`src/design/msett_pkg.sv`:
```
`timescale 1ns / 1ps
package msett_pkg;

  // set geometry
  localparam int ENTRIES   = 16;
  localparam int KEY_WIDTH = 32;

  // port widths fixed by the interface
  localparam int IN_KEY_W = 32;
  localparam int COUNT_W  = 5;

  // operation codes
  typedef enum logic [1:0] {
    MODE_LOOKUP = 2'd0,
    MODE_INSERT = 2'd1,
    MODE_REMOVE = 2'd2,
    MODE_CLEAR  = 2'd3
  } mode_t;

  // token that walks the cell chain, one cell per cycle
  typedef struct packed {
    logic act;
    logic ins;
    logic rem;
    logic hit;
    logic free_seen;
  } tok_t;

  // commands broadcast from the controller to every cell
  typedef struct packed {
    logic commit;
    logic cancel;
    logic clear;
  } ctl_t;

endpackage

```
`src/design/msett_cell.sv`:
```
`timescale 1ns / 1ps
module msett_cell
  import msett_pkg::*;
(
  input  logic                 clk,
  input  logic                 rst_n,
  input  logic [KEY_WIDTH-1:0] key_i,
  input  ctl_t                 ctl_i,
  input  tok_t                 tok_i,
  output tok_t                 tok_o
);

  logic [KEY_WIDTH-1:0] key_r, key_nxt;
  logic                 valid_r, valid_nxt;
  logic                 pend_r, pend_nxt;
  tok_t                 tok_r, tok_nxt;
  logic                 match;

  // compare against the broadcast key
  assign match = valid_r && (key_r == key_i);

  // token handling and broadcast commands
  always_comb begin
    key_nxt   = key_r;
    valid_nxt = valid_r;
    pend_nxt  = pend_r;
    tok_nxt   = tok_i;
    if (tok_i.act) begin
      tok_nxt.hit       = tok_i.hit | match;
      tok_nxt.free_seen = tok_i.free_seen | ~valid_r;
      if (tok_i.rem && match) begin
        valid_nxt = 1'b0;
      end
      // lowest free slot reserves itself; valid rises only on commit
      if (tok_i.ins && !valid_r && !tok_i.free_seen) begin
        pend_nxt = 1'b1;
        key_nxt  = key_i;
      end
    end
    if (ctl_i.commit && pend_r) begin
      valid_nxt = 1'b1;
      pend_nxt  = 1'b0;
    end
    if (ctl_i.cancel) begin
      pend_nxt = 1'b0;
    end
    if (ctl_i.clear) begin
      valid_nxt = 1'b0;
      pend_nxt  = 1'b0;
    end
  end

  // control state
  always_ff @(posedge clk) begin
    if (!rst_n) begin
      valid_r <= 1'b0;
      pend_r  <= 1'b0;
      tok_r   <= '0;
    end else begin
      valid_r <= valid_nxt;
      pend_r  <= pend_nxt;
      tok_r   <= tok_nxt;
    end
  end

  // stored key
  always_ff @(posedge clk) begin
    key_r <= key_nxt;
  end

  assign tok_o = tok_r;

endmodule

```
`src/design/msett_ctrl.sv`:
```
`timescale 1ns / 1ps
module msett_ctrl
  import msett_pkg::*;
(
  input  logic                 clk,
  input  logic                 rst_n,
  input  logic                 start,
  input  logic [1:0]           in_mode,
  input  logic [IN_KEY_W-1:0]  in_key,
  output logic                 busy,
  output logic                 out_strobe,
  output logic                 out_was_present,
  output logic                 out_rejected_full,
  output logic [COUNT_W-1:0]   out_count,
  output logic [KEY_WIDTH-1:0] key_o,
  output ctl_t                 ctl_o,
  output tok_t                 tok_o,
  input  tok_t                 tok_last_i
);

  typedef enum logic [1:0] {
    ST_IDLE,
    ST_WALK
  } state_t;

  state_t               state_r;
  logic [KEY_WIDTH-1:0] key_r;
  logic [1:0]           mode_r;
  logic [COUNT_W-1:0]   count_r;
  logic                 strobe_r;
  logic                 was_r;
  logic                 rej_r;
  ctl_t                 ctl_r;
  tok_t                 tok_r;
  logic                 take;
  logic                 ins_new;

  assign busy    = (state_r != ST_IDLE);
  assign take    = start && !busy;
  assign ins_new = (mode_r == MODE_INSERT) && !tok_last_i.hit;

  // sequencer with registered results and broadcasts
  always_ff @(posedge clk) begin
    if (!rst_n) begin
      state_r  <= ST_IDLE;
      mode_r   <= MODE_LOOKUP;
      count_r  <= '0;
      strobe_r <= 1'b0;
      was_r    <= 1'b0;
      rej_r    <= 1'b0;
      ctl_r    <= '0;
      tok_r    <= '0;
    end else begin
      strobe_r <= 1'b0;
      ctl_r    <= '0;
      tok_r    <= '0;
      unique case (state_r)
        ST_IDLE: begin
          if (take) begin
            mode_r <= in_mode;
            if (in_mode == MODE_CLEAR) begin
              ctl_r.clear <= 1'b1;
              count_r     <= '0;
              was_r       <= 1'b0;
              rej_r       <= 1'b0;
              strobe_r    <= 1'b1;
            end else begin
              tok_r.act <= 1'b1;
              tok_r.ins <= (in_mode == MODE_INSERT);
              tok_r.rem <= (in_mode == MODE_REMOVE);
              state_r   <= ST_WALK;
            end
          end
        end
        ST_WALK: begin
          if (tok_last_i.act) begin
            was_r    <= tok_last_i.hit;
            rej_r    <= ins_new && !tok_last_i.free_seen;
            strobe_r <= 1'b1;
            state_r  <= ST_IDLE;
            if (ins_new && tok_last_i.free_seen) begin
              ctl_r.commit <= 1'b1;
              count_r      <= count_r + COUNT_W'(1);
            end else begin
              ctl_r.cancel <= 1'b1;
            end
            if ((mode_r == MODE_REMOVE) && tok_last_i.hit && (count_r != '0)) begin
              count_r <= count_r - COUNT_W'(1);
            end
          end
        end
        default: state_r <= ST_IDLE;
      endcase
    end
  end

  // key held steady for the whole walk
  always_ff @(posedge clk) begin
    if (take) begin
      key_r <= in_key[KEY_WIDTH-1:0];
    end
  end

  assign key_o             = key_r;
  assign ctl_o             = ctl_r;
  assign tok_o             = tok_r;
  assign out_strobe        = strobe_r;
  assign out_was_present   = was_r;
  assign out_rejected_full = rej_r;
  assign out_count         = count_r;

  // a rejected insert never reports the key as present
  a_rej_not_present: assert property (@(posedge clk) disable iff (!rst_n)
    out_strobe |-> !(out_was_present && out_rejected_full))
    else $error("rejected insert reported as present");

  // the token leaves the chain only during a walk
  a_tok_in_walk: assert property (@(posedge clk) disable iff (!rst_n)
    tok_last_i.act |-> (state_r == ST_WALK))
    else $error("token left chain outside a walk");

  // commit, cancel and clear are exclusive
  a_ctl_excl: assert property (@(posedge clk) disable iff (!rst_n)
    $countones({ctl_o.commit, ctl_o.cancel, ctl_o.clear}) <= 1)
    else $error("conflicting cell commands");

  // held count never exceeds capacity
  a_count_cap: assert property (@(posedge clk) disable iff (!rst_n)
    out_count <= COUNT_W'(ENTRIES))
    else $error("count beyond capacity");

endmodule

```
`src/design/membership_set_table.sv`:
```
`timescale 1ns / 1ps
// membership set table: a set of up to ENTRIES keys held in a chain of cells
//
// input channel: an operation (in_mode, in_key) transfers at a rising edge
// with start high and busy low. modes are lookup, insert, remove and clear.
// result channel: out_strobe marks one cycle that carries out_was_present,
// out_rejected_full and out_count; the receiver takes it in that cycle and
// cannot stall it.
//
// lookup, insert and remove send a token down the cell chain, one cell per
// cycle; the result strobe follows once the token leaves the last cell, and
// busy drops in the strobe cycle, so no new operation is taken before the
// strobe; the chain length sets how long the walk lasts. an insert reserves
// the lowest free cell on the way and commits it once the walk shows the key
// absent. clear answers in the cycle after the transfer and busy stays low,
// so the next operation may follow in the very next cycle.
//
// reset drops every valid bit and the count at once; no clearing pass.
module membership_set_table
  import msett_pkg::*;
(
  input  logic                clk,
  input  logic                rst_n,
  input  logic                start,
  output logic                busy,
  input  logic [1:0]          in_mode,
  input  logic [IN_KEY_W-1:0] in_key,
  output logic                out_strobe,
  output logic                out_was_present,
  output logic                out_rejected_full,
  output logic [COUNT_W-1:0]  out_count
);

  logic [KEY_WIDTH-1:0] key_w;
  ctl_t                 ctl_w;
  tok_t                 tok_w [ENTRIES+1];

  // sequencer
  msett_ctrl u_ctrl (
    .clk               (clk),
    .rst_n             (rst_n),
    .start             (start),
    .in_mode           (in_mode),
    .in_key            (in_key),
    .busy              (busy),
    .out_strobe        (out_strobe),
    .out_was_present   (out_was_present),
    .out_rejected_full (out_rejected_full),
    .out_count         (out_count),
    .key_o             (key_w),
    .ctl_o             (ctl_w),
    .tok_o             (tok_w[0]),
    .tok_last_i        (tok_w[ENTRIES])
  );

  // cell chain, slot 0 first
  for (genvar i = 0; i < ENTRIES; i++) begin : g_cell
    msett_cell u_cell (
      .clk   (clk),
      .rst_n (rst_n),
      .key_i (key_w),
      .ctl_i (ctl_w),
      .tok_i (tok_w[i]),
      .tok_o (tok_w[i+1])
    );
  end

endmodule
```
`config.mk`:
```
export PLATFORM = sky130hd
export DESIGN_NAME = membership_set_table
export DESIGN_NICKNAME = d
export VERILOG_FILES = /design/src/design/msett_pkg.sv /design/src/design/msett_cell.sv /design/src/design/msett_ctrl.sv /design/src/design/membership_set_table.sv
export SDC_FILE = /design/constraint.sdc
export NUM_CORES = 1
export LEC_CHECK = 0
export BUFFER_PORTS_ARGS = -buffer_cell sky130_fd_sc_hd__buf_4
export CAP_MARGIN = 0
export CORE_MARGIN = 4
export CORE_UTILIZATION = 40
export DETAILED_ROUTE_END_ITERATION = 6
export GPL_TIMING_DRIVEN = 0
export SLEW_MARGIN = 40
export SYNTH_ARGS = -nofsm -noshare
export SYNTH_HDL_FRONTEND = slang
export SYNTH_SLANG_ARGS = --single-unit
```
`constraint.sdc`:
```
create_clock -name clk -period 3.8 [get_ports clk]
set_input_delay 0.19 -clock clk [delete_from_list [all_inputs] [get_ports clk]]
set_output_delay 0.19 -clock clk [all_outputs]
set_load 0.01 [all_outputs]
```
; Word-level counts from Yosys, hierarchy flattened
; Index checks and enable logic that the tools add are counted.
[totals]
ff_bits = 672
inputBits = 37
output_inout_bits = 9
word_cells = 520
[op_classes]
addsub = 2
eq_ne = 27
mux = 87
bitwise_logic = 51
reduce_logical = 214
[ops]
columns = cell, count
row1 = equality test 32 bit, 16
row2 = logical AND 1 bit, 86
row3 = AND reduction 2 bit, 34
row4 = nonzero test 2 bit, 34
row5 = OR reduction 4 bit, 17
row6 = two-way mux 1 bit, 57
row7 = two-way mux 2 bit, 19
row8 = logical NOT 1 bit, 34
row9 = OR 1 bit, 30
row10 = two-way mux 5 bit, 5
row11 = NOT 1 bit, 19
row12 = one-hot mux 5 bit (2 select lines), 1
row13 = AND reduction 3 bit, 3
row14 = "equality test 2 x 1 -> 1 bit, second input constant", 3
row15 = "equality test 2 bit, second input constant", 3
row16 = "inequality test 2 x 1 -> 1 bit, second input constant", 3
row17 = one-hot mux 1 bit (2 select lines), 3
row18 = "adder 5 x 1 -> 5 bit, second input constant", 1
row19 = AND reduction 5 bit, 1
row20 = nonzero test 5 bit, 1
row21 = "subtractor 5 x 1 -> 5 bit, second input constant", 1
row22 = one-hot mux 2 bit (2 select lines), 1
row23 = AND reduction 4 bit, 1
row24 = two-way mux 3 bit, 1
row25 = other kinds (6), 7

; Depth between registers and ports, before layout
; Gate-level depths: netlist (run 1).
[depth]
word_depth = 7
ltp_mapped = 9
mapped_depth_nobuf = 9

; Modules after synthesis
; From an unflattened synthesis (run 1), not the netlist that was laid out.
[unflattened]
cells_unflattened = 1720
area_unflattened_um2 = 26955.9
[modules_own_cells]
columns = module, n_inst, cells_per_inst, area_per_inst_um2, seq_area_each_um2
row1 = msett_cell, 16, 100, 1572.8, 1101.1
row2 = msett_ctrl, 1, 120, 1791.7, 1301.2

; Least setup slack after synthesis (run 1)
; Ideal clock, no wire load.
[synth_timing]
path_type = register -> register
from = register u_ctrl.tok_r, in the netlist u_ctrl.tok_o[4]
to = register g_cell[0].u_cell.key_r[0] (enable)
setup_time_ns = 0.421
arrival_ns = 1.747
required_ns = 3.379
path_slack_ns = 1.631
stages_incl_launch_ff = 3
path_buffers = 0
synth_period_minus_slack_ns = 2.169
path_cell_list = dfxtp_1 > nand2_1 > nor2_1
[synth_between]
elab_chain_len = 1
[synth_lines]
columns = element, line
row1 = from (decl), msett_ctrl.sv:34  ; tok_t tok_r;
row2 = AND reduction 2 bit (no line), --
row3 = to (signal assigned), msett_cell.sv:68  ; key_r <= key_nxt;
row4 = to (decl), msett_cell.sv:13  ; logic [KEY_WIDTH-1:0] key_r, key_nxt;
; Every way passes these cells.
; A chain may end at the register's enable or synchronous reset.

; Worst setup path after layout (run 1)
[layout_timing]
from = register u_ctrl.key_r[18], in the netlist u_ctrl.key_o[18]
to = register g_cell[11].u_cell.valid_r
[layout_between]
elab_chain_len = 5
[layout_lines]
columns = element, line
row1 = from (decl), msett_ctrl.sv:27  ; logic [KEY_WIDTH-1:0] key_r;
row2 = from (signal assigned), msett_ctrl.sv:100  ; key_r <= in_key[KEY_WIDTH-1:0];
row3 = equality test 32 bit, msett_cell.sv:20  ; assign match = valid_r && (key_r == key_i);
row4 = logical AND 1 bit, msett_cell.sv:20
row5 = logical AND 1 bit, msett_cell.sv:31  ; if (tok_i.rem && match) begin
row6 = nonzero test 2 bit (no line), --
row7 = AND reduction 2 bit (no line), --
row8 = to (signal assigned), msett_cell.sv:60  ; valid_r <= valid_nxt;
row9 = to (decl), msett_cell.sv:14  ; logic valid_r, valid_nxt;
; Every way passes these cells.

==> reports/qor.yml, run 1 <==
firstDrtPassIters: 5
yosysWarnings: 0
synth.largest_area_cell: "edfxtp_1"
synth_edf_count: 544
timing.hold.ws_ns: 0.228
cts.sinks: 671
worst_slew_pin_slew_ns: 0.894
max_stage_delay_ns: 0.75
drc: 0
path_clk_slew_ns: 0.06
htreeDepth: 3
vias: 15500
crit_path_end_kind: "flip-flop"
grt_max_degree: 38
ys_seq_area_share_pct: 70.0
synth_area_per_cell_um2: 15.3
r2r_start: "u_ctrl.key_o[18]"
clk_path_buf_depth: 3
power_w: 0.0158
ir_drop_mv: 0.371
initial_utilization_pct: 40.6
reg2reg_setup_slack_ns: 0.18
period_minus_slack_ns: 3.62
slew_violations: 0
setup_violations: 0
hold_path_depth: 3
max_slew_margin_pct: 39.8
area_growth_pct: 18.8
fillCellCount: 5688
path_max_fanout: 10
ios: 46
synth_top_area_share_pct: 60.6
cts_buffers: 70
dpl_worst_slack_ns: 0.327
finalNetCount: 2030
syn_area_um2: 27000
rsz0062_at_grt: "no"
setup_slack_ns: 0.179
seqCellArea_um2: 18900
antennaDiodeCount: 0
grt_pass1_vias: 15100
dp_cells: 2746
cts_resized: 0
fp.coreArea_um2: 66300
clk_latency_ns: 0.62
min-delay-start: "rst_n"
ys_top_cells_by_area: "edfxtp_1, xor2_1, dfxtp_1, nor4_1, xnor2_1"
arrival_ns: 4.07
leakagePower_nw: 11.2
antenna_left: 0
dp_hpwl_um: 55600
synth_cells: 1766
ctsRootBufferMaster: "clkbuf_16"
cts_tree: "done"
grt_pass1_wl_um: 112000
worstSetupStartpoint: "u_ctrl.key_o[18]"
drt_iter0_drc: 1677
startpoint_type: "flip-flop"
gp_congestion: 0.828
layout_commonest_cell: "edfxtp_1"
post-route-util_pct: 48.3
synthFlopType: "edfxtp_1"
worst_hold_path.endpoint: "g_cell[0].u_cell.tok_o[4]"
reg2reg_depth: 8
min_path_type: "primary input to flip-flop"
fin_skew_ns: 0.0217
fp.dieW_um: 268
final_cells: 2904
path_cells: "buf_6 > buf_4 > buf_4 > xor2_1 > nor4_1 > nand3_1 > nor4_1 > a31oi_1"
wl_per_cell_um: 27.9
critPathKind: "flip-flop to flip-flop"
die_h_um: 268
cp_slowest_cell: "nor4_1"
hold_viol_final: 0
multi_input_area_um2: 7470
gr-total-overflow: 0
rows: 94
io_buffers: 45
cap_viol_max_count: 0
drt-vias-per-instance: 5.33
grt_usage_pct: 22.6
p_per_area_nw_per_um2: 493
ys_async_sr_fraction_pct: 0
syn_nets: 1807
period_share_pct: 95.3
crit_required_ns: 4.24
ys_types: 49
antenna_found_initial: 4
final_cell_mix: "edfxtp_1, xor2_1, dfxtp_1"
die_area_um2: 71600
status: "finished clean"
ys_ff_latch: 671
wl_um: 80900
fmax_mhz: 276
drive_gt1_share_pct: 14.8
r2r_end: "g_cell[11].u_cell.valid_r"
==> worst max-delay path, delay by kind of cell (launching register included) <==
kind | cells | cell delay (ns)
flip-flops | 1 | 0.53
buffers and inverters | 3 | 0.88
AO/OA/AOI/OAI | 1 | 0.17
AND/OR/NAND/NOR | 3 | 1.73
XOR/XNOR | 1 | 0.13
==> timing repair <==
item                                   in CTS  in global routing
buffers inserted                            0                  0
endpoints found under the hold margin      39                  0
hold buffers                               35                  0
==> layer usage <==
metal | share of wire, % | GRT usage [%] | wire length [um] | vias up
met1 | 40 | 29.9 | 32600 | 7925
met5 | 0 | 0 | 0 | -
met4 | 2.9 | 6.93 | 2320 | 0
met2 | 48 | 37.4 | 39100 | 668
li1 | - | - | - | 6791
met3 | 8.5 | 5.03 | 6890 | 103
==> worst max-delay path by stage <==
stage                                endpoint  slack (ns)  cells past startpoint
floorplan           g_cell[0].u_cell.key_r[0]        1.63                      2
global placement     g_cell[8].u_cell.valid_r       -0.29                      7
detailed placement   g_cell[8].u_cell.valid_r        0.33                      7
CTS                  g_cell[8].u_cell.valid_r        0.30                      7
global route        g_cell[11].u_cell.valid_r        0.15                      8
finish              g_cell[11].u_cell.valid_r        0.18                      8
==> layout make-up <==
cell class | count | share of cell area, %
sequential | 671 | 58.9
multi-input combinational | 993 | 23.3
clock buffer | 97 | 6.21
timing repair buffer | 151 | 5.45
tap | 864 | 3.38
buffer | 83 | 1.89
clock inverter | 26 | 0.609
inverter | 19 | 0.223
==> sequential cells by signal, indices dropped and copies added, names as in the netlist <==
signal and cells:
u_ctrl.out_rejected_full 1, u_ctrl.out_was_present 1, u_ctrl.state_r 1, u_ctrl.out_strobe 1
u_ctrl.key_o 32, g_cell.u_cell.tok_o 78, u_ctrl.mode_r 2, u_ctrl.ctl_o 3
u_ctrl.out_count 5, g_cell.u_cell.valid_r 16, u_ctrl.tok_o 3, g_cell.u_cell.pend_r 16
g_cell.u_cell.key_r 512
==> per-stage QoR <==
step                setup TNS (ns)  area, um2
finish                           0      32000
global route                     0      32000
CTS                              0      32000
detailed placement               0      29500
global placement             -1.12      28400
floorplan                        0      27000
==> power breakdown <==
part           internal [W]  switching [W]  total, W
sequential          0.00800      0.0000745   0.00807
clock               0.00380        0.00284   0.00664
combinational      0.000366       0.000701   0.00107
total                0.0122        0.00361    0.0158
==> Yosys cell counts, drive strengths merged (2+ instances only) <==
library cell / number
a2111o: 2
a21boi: 2
a21o: 2
a21oi: 20
a22o: 5
a31oi: 16
a32oi: 2
and2: 51
and3: 2
and3b: 16
buf: 68
clkbuf: 15
dfxtp: 127
edfxtp: 544
ha: 3
inv: 19
mux2i: 3
nand2: 66
nand2b: 31
nand3: 18
nand4: 29
nor2: 8
nor2b: 25
nor3: 25
nor3b: 3
nor4: 113
o21a: 29
o21ai: 3
o22ai: 3
xnor2: 38
xor2: 466
==> cell families (layout without fill, tap and decap cells) <==
kind of cell               after synthesis  in the layout  share of synthesized area, %
DFF                                    671            671                          70.0
xor gates and xnor gates               504            504                          16.4
and+or+nand+nor                        390            390                          8.38
buffers and inverters                  102            376                          2.50
AOI/OAI and AO/OA                       92             92                          2.38
adders and majority gates                4              4                         0.214
muxes                                    3              3                         0.111
No activity file was read; power rests on OpenSTA's default activity.
==> run 2, diff against run 1 <==
--- a/config.mk
+++ b/config.mk
@@ -8,9 +8,10 @@
 export BUFFER_PORTS_ARGS = -buffer_cell sky130_fd_sc_hd__buf_4
 export CAP_MARGIN = 0
 export CORE_MARGIN = 4
-export CORE_UTILIZATION = 40
+export CORE_UTILIZATION = 35
 export DETAILED_ROUTE_END_ITERATION = 6
 export GPL_TIMING_DRIVEN = 0
+export SETUP_SLACK_MARGIN = 0.4
 export SLEW_MARGIN = 40
 export SYNTH_ARGS = -nofsm -noshare
 export SYNTH_HDL_FRONTEND = slang
==> reports/qor.yml, run 2 (synthesized netlist as in run 1, its figures left out) <==
wl_um: 80500
wl_per_cell_um: 26.2
finalNetCount: 2029
antenna_left: 0
rsz0062_at_grt: "no"
clk_latency_ns: 0.60
path_max_fanout: 10
critPathKind: "flip-flop to flip-flop"
arrival_ns: 3.80
grt_pass1_wl_um: 113000
dp_hpwl_um: 55500
drt-vias-per-instance: 5.04
p_per_area_nw_per_um2: 490
htreeDepth: 3
r2r_start: "u_ctrl.key_o[9]"
startpoint_type: "flip-flop"
ios: 46
rows: 101
setup_violations: 0
setup_slack_ns: 0.458
grt_usage_pct: 19.5
leakagePower_nw: 11.2
r2r_end: "g_cell[14].u_cell.valid_r"
worst_hold_path.endpoint: "g_cell[0].u_cell.tok_o[4]"
met2_length_um: 39900
drc: 0
crit_required_ns: 4.26
vias: 15500
gr-total-overflow: 0
hold_viol_final: 0
period_minus_slack_ns: 3.34
initial_utilization_pct: 35.4
grt_pass1_vias: 15300
period_share_pct: 87.9
reg2reg_depth: 8
drive_gt1_share_pct: 14.7
routed-wl-met3_um: 5450
crit_path_end_kind: "flip-flop"
topRoutingLayerUsed: "met4"
cap_viol_max_count: 0
area_growth_pct: 19.5
grt_max_degree: 38
slew_violations: 0
io_buffers: 45
cts.sinks: 671
regMostFlops: "g_cell.u_cell.key_r"
cts_tree: "done"
fp.coreArea_um2: 76100
hold_path_depth: 3
dpl_worst_slack_ns: 0.367
min_path_type: "primary input to flip-flop"
path_clk_slew_ns: 0.06
antennaDiodeCount: 0
fin_skew_ns: 0.0220
layout_commonest_cell: "edfxtp_1"
final_cell_mix: "edfxtp_1, xor2_1, dfxtp_1"
ctsRootBufferMaster: "clkbuf_16"
drt_iter0_drc: 1470
reg2reg_setup_slack_ns: 0.46
antenna_found_initial: 4
die_h_um: 286
min-delay-start: "rst_n"
post-route-util_pct: 42.3
cts_buffers: 67
largest_reg_flops: 512
max_slew_margin_pct: 43.0
fp.dieW_um: 286
gp_congestion: 0.821
firstDrtPassIters: 6
fmax_mhz: 299
die_area_um2: 81500
worstSetupStartpoint: "u_ctrl.key_o[9]"
drt-met1-wl_um: 32300
clk_path_buf_depth: 3
status: "finished clean"
worst_slew_pin_slew_ns: 0.848
ir_drop_mv: 0.376
fillCellCount: 6823
[run 2: changes by cell type in the layout (fill, tap and decap cells not counted), moves of 2 or more]
cell / before / now
clkinv_1: 6 / 14
buf_6: 69 / 75
clkbuf_1: 33 / 27
buf_16: 9 / 5
clkbuf_8: 5 / 2
inv_6: 3 / 0
buf_8: 11 / 9
bufinv_16: 2 / 4
clkinv_2: 14 / 12
clkinvlp_4: 0 / 2
[run 2: cell type report]
cell class	instances	area (um2)	share of cell area, %
flip-flops and latches	671	18900	58.6
multi-input cells	993	7460	23.2
clock buffers	89	1950	6.05
repair buffers	153	1700	5.28
well taps	1030	1290	4.00
plain buffers	83	606	1.88
clock inverters	33	256	0.796
inverters	19	71.3	0.221
[run 2: power by group]
| part | internal (W) | switching [W] | leakage [nW] |
|---|---|---|---|
| logic | 0.000366 | 0.000702 | 4.15 |
| clock network | 0.00388 | 0.00276 | 1.08 |
| registers | 0.00800 | 0.0000727 | 5.93 |
| total | 0.0122 | 0.00353 | 11.2 |
[run 2: through the flow]
stage / hold WS (ns) / setup TNS [ns] / cells / cell area (um2) / total power [W]
finish: 0.245 / 0 / 3071 / 32200 / 0.0158
global route: 0.251 / 0 / 3071 / 32200 / 0.0162
CTS: 0.230 / 0 / 3071 / 32200 / 0.0159
detailed placement: 0.369 / 0 / 2913 / 29600 / 0.00926
global placement: 0.368 / -0.736 / 2841 / 28600 / 0.00916
floorplan: 0.266 / 0 / 1766 / 27000 / 0.00870
[run 2: critical path: stages (launching register included)]
cell      delay [ns]
edfxtp_1        0.66
buf_6           0.23
buf_2           0.30
buf_6           0.31
xor2_1          0.11
nor4_1          0.52
nand4_1         0.44
nor3_1          0.48
a31oi_1         0.14
[run 2: repair_timing]
action / CTS / global route
hold buffers: 35 / 0
setup endpoints to repair: 3 / 0
setup buffers: 1 / 0
gates resized for setup: 1 / 0
endpoints found under the hold margin: 39 / 0
[run 2: how the worst max path moves through the flow]
stage | endpoint | cells past startpoint
final | g_cell[14].u_cell.valid_r | 8
after floorplan | g_cell[0].u_cell.key_r[0] | 2
after detailed placement | g_cell[5].u_cell.valid_r | 8
after global routing | g_cell[8].u_cell.valid_r | 7
after CTS | g_cell[14].u_cell.valid_r | 8
after global placement | g_cell[8].u_cell.valid_r | 7
[run 2: metal layers]
metal  track usage [%]  vias to the layer above
met3              2.84                      120
met5                 0                        -
met1              25.1                     7936
li1                  -                     6784
met2              33.7                      635
met4              6.78                        0
==> run 3, diff against run 2 <==
--- a/config.mk
+++ b/config.mk
@@ -15,4 +15,5 @@
 export SLEW_MARGIN = 40
 export SYNTH_ARGS = -nofsm -noshare
 export SYNTH_HDL_FRONTEND = slang
+export SYNTH_HIERARCHICAL = 1
 export SYNTH_SLANG_ARGS = --single-unit
==> reports/qor.yml, run 3 <==
leakagePower_nw: 10.8
final_cell_mix: "edfxtp_1, xor2_1, xnor2_1"
antenna_left: 0
switching_share_pct: 20.4
hold_viol_final: 0
critPathBufInv: 1
htreeDepth: 3
ctsRootBufferMaster: "clkbuf_16"
regMostFlops: "g_cell.u_cell/key_r"
fillCellCount: 6907
cts.sinks: 671
grt_usage_pct: 12.7
cts_resized: 0
finalNetCount: 1997
grt_pass1_wl_um: 82300
worst_slew_pin_slew_ns: 0.774
seqPwrFrac_pct: 52.3
status: "finished clean"
period_minus_slack_ns: 2.90
largest_reg_flops: 512
max_slew_margin_pct: 48.4
gp_congestion: 0.756
die_h_um: 285
wl_per_cell_um: 17.0
area_growth_pct: 20.4
clkPwrFrac_pct: 42.9
firstDrtPassIters: 4
path_clk_slew_ns: 0.06
max_stage_delay_ns: 0.55
wl_um: 51800
fmax_mhz: 344
layout_commonest_cell: "edfxtp_1"
arrival_ns: 3.43
drc: 0
final_cells: 3039
crit_required_ns: 4.32
syn_area_um2: 26900
path_cells: "or4_4 > o2111ai_4 > inv_1 > ha_1 > nor2b_1 > o21ai_0 > and3_2 > or4_1 > nand3_1"
synth_cells: 1716
startpoint_type: "flip-flop"
drt-vias-per-instance: 4.62
p_per_area_nw_per_um2: 477
antenna_found_initial: 0
yosysWarnings: 6
place_area_um2: 29800
crit_path_end_kind: "flip-flop"
grt_max_degree: 62
initial_utilization_pct: 35.4
clk_latency_ns: 0.59
fp.coreArea_um2: 76100
critPathKind: "flip-flop to flip-flop"
dp_hpwl_um: 35000
rsz0062_at_grt: "no"
path_max_fanout: 6
stdcell_area_um2: 32400
ir_drop_mv: 0.341
p_sw_w: 0.00315
cts_buffers: 67
finalSetupTns_ns: 0
synth_area_per_cell_um2: 15.7
grt_pass1_vias: 14600
rows: 101
io_buffers: 45
cap_viol_max_count: 0
clk_path_buf_depth: 3
ios: 46
cp_slowest_cell: "or4_4"
cts_tree: "done"
p_int_w: 0.0123
slew_violations: 0
combPwrFrac_pct: 4.9
power_w: 0.0154
die_area_um2: 81400
drive_gt1_share_pct: 14.7
crit_family: "simple AND/OR/NAND/NOR gates"
seqCellArea_um2: 18900
gr-total-overflow: 0
multi_input_area_um2: 7940
fp.dieW_um: 285
fin_skew_ns: 0.0143
vias: 14100
period_share_pct: 76.4
drt_iter0_drc: 649
min_path_type: "primary input to flip-flop"
dp_cells: 2882
setup_violations: 0
==> run 3: layout make-up <==
cell class	instances	share of cell area [%]
plain buffers	5	0.0927
flip-flops and latches	671	58.3
clock buffers	90	5.93
multi-input cells	1020	24.5
repair buffers	170	5.96
clock inverters	31	0.962
diodes	1	0.00773
well taps	1030	3.98
inverters	21	0.243
==> run 3: per-layer routing <==
metal,vias up,GRT usage [%],routed length [um]
met1,7004,16.2,23000
li1,6804,-,-
met2,163,21.9,25800
met3,80,2.00,1490
met5,-,0,0
met4,0,4.87,1430
==> run 3: final timing paths <==
kind	end	cells past startpoint	from	slack [ns]
worst max-delay path	u_ctrl/out_count[4]	9	u_ctrl/out_count[0]	0.90
worst min-delay path	u_ctrl/out_count[3]	2	rst_n	0.1
worst max register to register	u_ctrl/out_count[4]	9	u_ctrl/out_count[0]	0.90
worst min register to register	u_ctrl/ctl_o[1]	1	g_cell[15].u_cell/tok_o[0]	0.45
==> run 3: repair_timing <==
action / 4_1_cts / 5_1_grt
hold buffers: 35 / 0
endpoints found under the hold margin: 38 / 0
setup buffers: 0 / 0
==> run 3: power by group through the flow <==
stage | Clock, W | Combinational, W | Sequential [W]
after floorplan | 0 | 0.000297 | 0.00832
after global placement | 0 | 0.000377 | 0.00846
after detailed placement | 0 | 0.000734 | 0.00824
after CTS | 0.00682 | 0.000766 | 0.00808
after global routing | 0.00712 | 0.000828 | 0.00808
final | 0.00662 | 0.000750 | 0.00808
==> run 3: worst reg2reg max path: stages, from the launching register on <==
cell and delay, ns:
dfxtp_1 0.36, or4_4 0.55, o2111ai_4 0.30, inv_1 0.15, ha_1 0.35, nor2b_1 0.16
o21ai_0 0.15, and3_2 0.26, or4_1 0.49, nand3_1 0.08
==> run 3: stage by stage <==
| stage | setup slack (ns) | hold slack [ns] | utilization, % |
|---|---|---|---|
| final | 0.897 | 0.0977 | 42.6 |
| after global routing | 0.757 | 0.0861 | 42.6 |
| after CTS | 0.894 | 0.0385 | 42.6 |
| after detailed placement | 0.912 | 0.369 | 39.2 |
| after global placement | 0.496 | 0.368 | 37.5 |
| after floorplan | 1.16 | 0.266 | - |
